File: src/hdl/wapava_pkg.sv
`timescale 1ns / 1ps
package wapava_pkg;
  localparam int unsigned MaxPointsDef     = 64;
  localparam int unsigned WeightBitsDef    = 16;
  localparam int unsigned ValueFracBitsDef = 16;

  // Fixed field widths of the stream payload.
  localparam int unsigned ValueW  = 17;
  localparam int unsigned InWeightW = 16;
  localparam int unsigned IdxW    = 6;

  // Commands from the controller to the datapath.
  typedef struct packed {
    logic push;      // write the accepted sample on top of the stack
    logic drop;      // sample dropped, mark overflow
    logic cmp_load;  // load top two entries for compare
    logic div_start; // start a merge division
    logic merge_wr;  // write merge result, pop
    logic out_load;  // read entry for output
    logic out_fire;  // present the loaded entry
    logic clear;     // end of run
  } wapava_cmd_t;

  typedef struct packed {
    logic can_push;  // room for the sample
    logic depth_ge2; // at least two entries
    logic violate;   // lower mean not strictly greater
    logic div_done;
    logic out_empty; // output register free
    logic out_more;  // more entries left to emit
    logic stack_empty;
  } wapava_sts_t;
endpackage

File: src/hdl/wapava_ctrl.sv
`timescale 1ns / 1ps
module wapava_ctrl import wapava_pkg::*; (
  input  logic        clk_i,
  input  logic        rst_ni,
  input  logic        in_valid_i,
  input  logic        last_i,
  output logic        in_ready_o,
  input  wapava_sts_t sts_i,
  output wapava_cmd_t cmd_o
);
  localparam logic [2:0] SIdle = 3'd0;
  localparam logic [2:0] SCmp  = 3'd1;
  localparam logic [2:0] SChk  = 3'd2;
  localparam logic [2:0] SDiv  = 3'd3;
  localparam logic [2:0] SOutR = 3'd4;
  localparam logic [2:0] SOutW = 3'd5;

  logic [2:0] state_q, state_d;
  logic       last_q, last_d;

  always_comb begin
    state_d    = state_q;
    last_d     = last_q;
    cmd_o      = '0;
    in_ready_o = 1'b0;
    unique case (state_q)
      SIdle: begin
        in_ready_o = 1'b1;
        if (in_valid_i) begin
          last_d = last_i;
          if (sts_i.can_push) begin
            cmd_o.push = 1'b1;
            state_d    = SCmp;
          end else begin
            cmd_o.drop = 1'b1;
            state_d    = last_i ? SOutR : SIdle;
          end
        end
      end
      SCmp: begin
        if (sts_i.depth_ge2) begin
          cmd_o.cmp_load = 1'b1;
          state_d        = SChk;
        end else begin
          state_d = last_q ? SOutR : SIdle;
        end
      end
      SChk: begin
        if (sts_i.violate) begin
          cmd_o.div_start = 1'b1;
          state_d         = SDiv;
        end else begin
          state_d = last_q ? SOutR : SIdle;
        end
      end
      SDiv: begin
        if (sts_i.div_done) begin
          cmd_o.merge_wr = 1'b1;
          state_d        = SCmp;
        end
      end
      SOutR: begin
        if (sts_i.out_more) begin
          cmd_o.out_load = 1'b1;
          state_d        = SOutW;
        end else begin
          cmd_o.clear = 1'b1;
          state_d     = SIdle;
        end
      end
      SOutW: begin
        if (sts_i.out_empty) begin
          cmd_o.out_fire = 1'b1;
          state_d        = SOutR;
        end
      end
      default: state_d = SIdle;
    endcase
  end

  always_ff @(posedge clk_i or negedge rst_ni) begin
    if (!rst_ni) begin
      state_q <= SIdle;
      last_q  <= 1'b0;
    end else begin
      state_q <= state_d;
      last_q  <= last_d;
    end
  end

  assert property (@(posedge clk_i) disable iff (!rst_ni)
    in_ready_o |-> state_q == SIdle) else $error("ready outside idle");
  assert property (@(posedge clk_i) disable iff (!rst_ni)
    cmd_o.div_start |=> state_q == SDiv) else $error("division not tracked");
  assert property (@(posedge clk_i) disable iff (!rst_ni)
    $onehot0({cmd_o.push, cmd_o.merge_wr, cmd_o.clear})) else $error("stack command clash");
endmodule

File: config.mk
export PLATFORM = sky130hd
export DESIGN_NAME = wapava_ctrl
export DESIGN_NICKNAME = d
export VERILOG_FILES = /design/src/hdl/wapava_pkg.sv /design/src/hdl/wapava_ctrl.sv
export SDC_FILE = /design/constraint.sdc
export NUM_CORES = 1
export LEC_CHECK = 0
export ABC_AREA = 1
export BUFFER_PORTS_ARGS = -buffer_cell sky130_fd_sc_hd__buf_2
export CORE_AREA = 2 2 39 41
export DETAILED_ROUTE_END_ITERATION = 16
export DIE_AREA = 0 0 41 43
export SLEW_MARGIN = 10
export SYNTH_ARGS = -nofsm -noshare
export SYNTH_HDL_FRONTEND = slang
export SYNTH_SLANG_ARGS = --single-unit
File: constraint.sdc
create_clock -name clk_i -period 2.4 [get_ports clk_i]
set_clock_uncertainty 0.2 [all_clocks]
set_input_delay 0.36 -clock clk_i [delete_from_list [all_inputs] [get_ports clk_i]]
set_output_delay 0.36 -clock clk_i [all_outputs]
set_load 0.005 [all_outputs]
==> flow_metrics.env <==
export IMPL_outcome="completed"
export IMPL_p_leak_nw=0.323
export IMPL_start_util=0.271
export IMPL_dp_final_hpwl_um=658
export IMPL_pwr_density_cell_nw_per_um2=961
export IMPL_slew_headroom=0.810
export IMPL_async_reset_ff_frac=1.00
export IMPL_synth_top_family_by_area="simple AND/OR/NAND/NOR gates"
export IMPL_synthMuxAreaShare=0
export IMPL_final_nets=96
export IMPL_crit_end="cmd_o[7]"
export IMPL_post_synth_top_count_cell="nand2_1"
export IMPL_clk_pin_slew_worst_paths_ns=0.04
export IMPL_synthAdderAreaFrac=0
export IMPL_synth_edf_count=0
export IMPL_routed_wl_um=796
export IMPL_finalSetupViolCount=0
export IMPL_viasPerCell=4.30
export IMPL_first_iter_violations=6
export IMPL_ant_nets=0
export IMPL_grt_util_all_layers=0.109
export IMPL_dieArea_um2=1760
export IMPL_synthToLayoutAreaGrowth_pct=35.0
export IMPL_synth_common_cells="nand2_1, inv_1, nor2_1"
export IMPL_critical_path_required_ns=1.84
export IMPL_syn_area_per_cell_um2=6.05
export IMPL_synth_seq_area_share=0.267
export IMPL_die_h_um=43
export IMPL_synth_distinct_cells=15
export IMPL_setup_ws_ns=0.504
export IMPL_vias=426
export IMPL_r2r_start="state_q[0]$_DFFE_PN0P_"
export IMPL_core_um2=1380
export IMPL_yosys_area_share_simple=0.510
export IMPL_synth_compound_area_frac=0.0533
export IMPL_portBuffers=18
export IMPL_max_stage_delay_ns=0.47
export IMPL_worstMarginPinSlew_ns=0.284
export IMPL_yosys_area_top_type="dfrtp_1"
export IMPL_cts_buffers=3
export IMPL_fin_crit_sh=0.790
export IMPL_slew_viol_final=0
export IMPL_root_buffer="clkbuf_4"
export IMPL_stdcell_count=99
export IMPL_path_cells="nor2_2, nand2_2, inv_2, nand2_1, nor2_1, buf_2"
export IMPL_tns_ns=0
export IMPL_critPathSlowestCell="dfrtp_1"
export IMPL_post_cts_resize_count=0
export IMPL_rsz0062_at_grt="no"
export IMPL_ys_flop_type="dfrtp_1"
export IMPL_drive_above_1_share=0.373
export IMPL_clock_latency_ns=0.23
export IMPL_ir_drop_uv=346
export IMPL_htree_levels=1
export IMPL_period_minus_slack_ns=1.90
export IMPL_synth_area_top_cells="dfrtp_1, nand2_1, inv_1, nor2_1, nand3_1"
export IMPL_r2r_end="state_q[0]$_DFFE_PN0P_"
export IMPL_synth_seq_cells=4
export IMPL_antenna_found_initial=0
export IMPL_pre_cts_ws_ns=0.755
export IMPL_grt_overflow=0
export IMPL_drtPass1Iterations=4
export IMPL_clock_sinks=4
export IMPL_hold_violations=0
export IMPL_arrival_ns=1.34
export IMPL_cp_start_kind="register"
export IMPL_syn_num_nets=73
export IMPL_max_freq_ghz=0.528
export IMPL_synthCells=62
export IMPL_synth_cell_area_um2=375
export IMPL_io_pins=20
export IMPL_die_w_um=41
export IMPL_yosys_warnings=0
export IMPL_placed_cells=95
export IMPL_num_rows=14
export IMPL_synth_xor_area_share=0
export IMPL_worst_r2r_cell_count=6
export IMPL_grt_pass1_wl_um=1290
export IMPL_tritoncts="yes"
export IMPL_routedWlPerCell_um=8.04
export IMPL_grt_pass1_vias=331
export IMPL_gp_congestion=0.748
export IMPL_maxCapViolCount=0
export IMPL_clk_path_buf_depth=2
export IMPL_ctsHoldBuffers=1
export IMPL_hp_class="in2reg"
export IMPL_post_cts_buffers=0
export IMPL_synth_top_area_frac=0.267
export IMPL_grt_max_degree=9
export IMPL_worstSetupEndpointType="primary output"
export IMPL_reg2reg_slack_ns=1.07
export IMPL_path_class="reg2out"
export IMPL_crit_path_start="state_q[0]$_DFFE_PN0P_"
export IMPL_worstPathMaxFanout=8
export IMPL_diodes=0
export IMPL_drc=0
worst min-delay path by stage:
stage	startpoint	endpoint	slack (ns)	cells after the start
2_1_floorplan	rst_ni	last_q$_DFFE_PN0P_	-0.14	0
3_3_place_gp	rst_ni	state_q[1]$_DFFE_PN0P_	-0.03	1
3_5_place_dp	rst_ni	state_q[1]$_DFFE_PN0P_	-0.03	1
4_1_cts	last_i	last_q$_DFFE_PN0P_	0.17	3
5_1_grt	last_i	last_q$_DFFE_PN0P_	0.21	3
6_report	last_i	last_q$_DFFE_PN0P_	0.17	3
per-layer routing:
layer	routed length, µm	track usage	vias up
li1	-	-	234
met1	386	0.164	176
met2	327	0.134	14
met3	57	0.0157	2
met4	24	0.0800	0
met5	0	0	-
per-stage QoR:
stage / power, mW / instance area [µm²] / hold slack, ns / util
2_1_floorplan: 0.339 / 375 / -0.136 / -
3_3_place_gp: 0.406 / 474 / -0.0348 / 0.343
3_5_place_dp: 0.405 / 474 / -0.0346 / 0.343
4_1_cts: 0.495 / 507 / 0.165 / 0.366
5_1_grt: 0.539 / 507 / 0.213 / 0.366
6_report: 0.487 / 507 / 0.170 / 0.366
cell usage in the layout, fill, tap and decap left out:
master / count
nor3_1: 1
nand3_1: 5
nand2_1: 13
inv_2: 3
nand3b_1: 1
dfrtp_1: 4
nand3_2: 2
nor2_2: 3
dlygate4sd3_1: 1
buf_2: 18
a21oi_1: 1
o211ai_1: 2
nor2_1: 11
inv_1: 11
nand2_2: 2
nand4_1: 2
clkbuf_4: 3
registers in the layout, indices dropped and copies added, names as in the netlist:
signal / cells
last_q: 1
state_q: 3
cell type report:
cell class / count / area (µm²)
clock buffer: 3 / 22.5
sequential: 4 / 100
tap: 16 / 20.0
multi-input combinational: 43 / 211
timing repair buffer: 19 / 100
fill: 160 / 877
inverter: 14 / 52.6
power by group:
group | switching [mW] | internal, mW
clock network | 0.0268 | 0.0559
registers | 0.0492 | 0.0972
logic | 0.153 | 0.105
total | 0.229 | 0.258
kinds of logic after synthesis:
logic type / after synthesis
AO/OA/AOI/OAI: 3
AND/OR/NAND/NOR: 40
buffers and inverters: 15
flip-flops: 4
worst max-delay path, delay by kind of cell, from the launching register on:
| kind | cells | cell delay, ns |
|---|---|---|
| buf+inv | 2 | 0.19 |
| flops | 1 | 0.47 |
| simple gates | 4 | 0.46 |
Note: power is estimated with default switching activity, not from simulation.
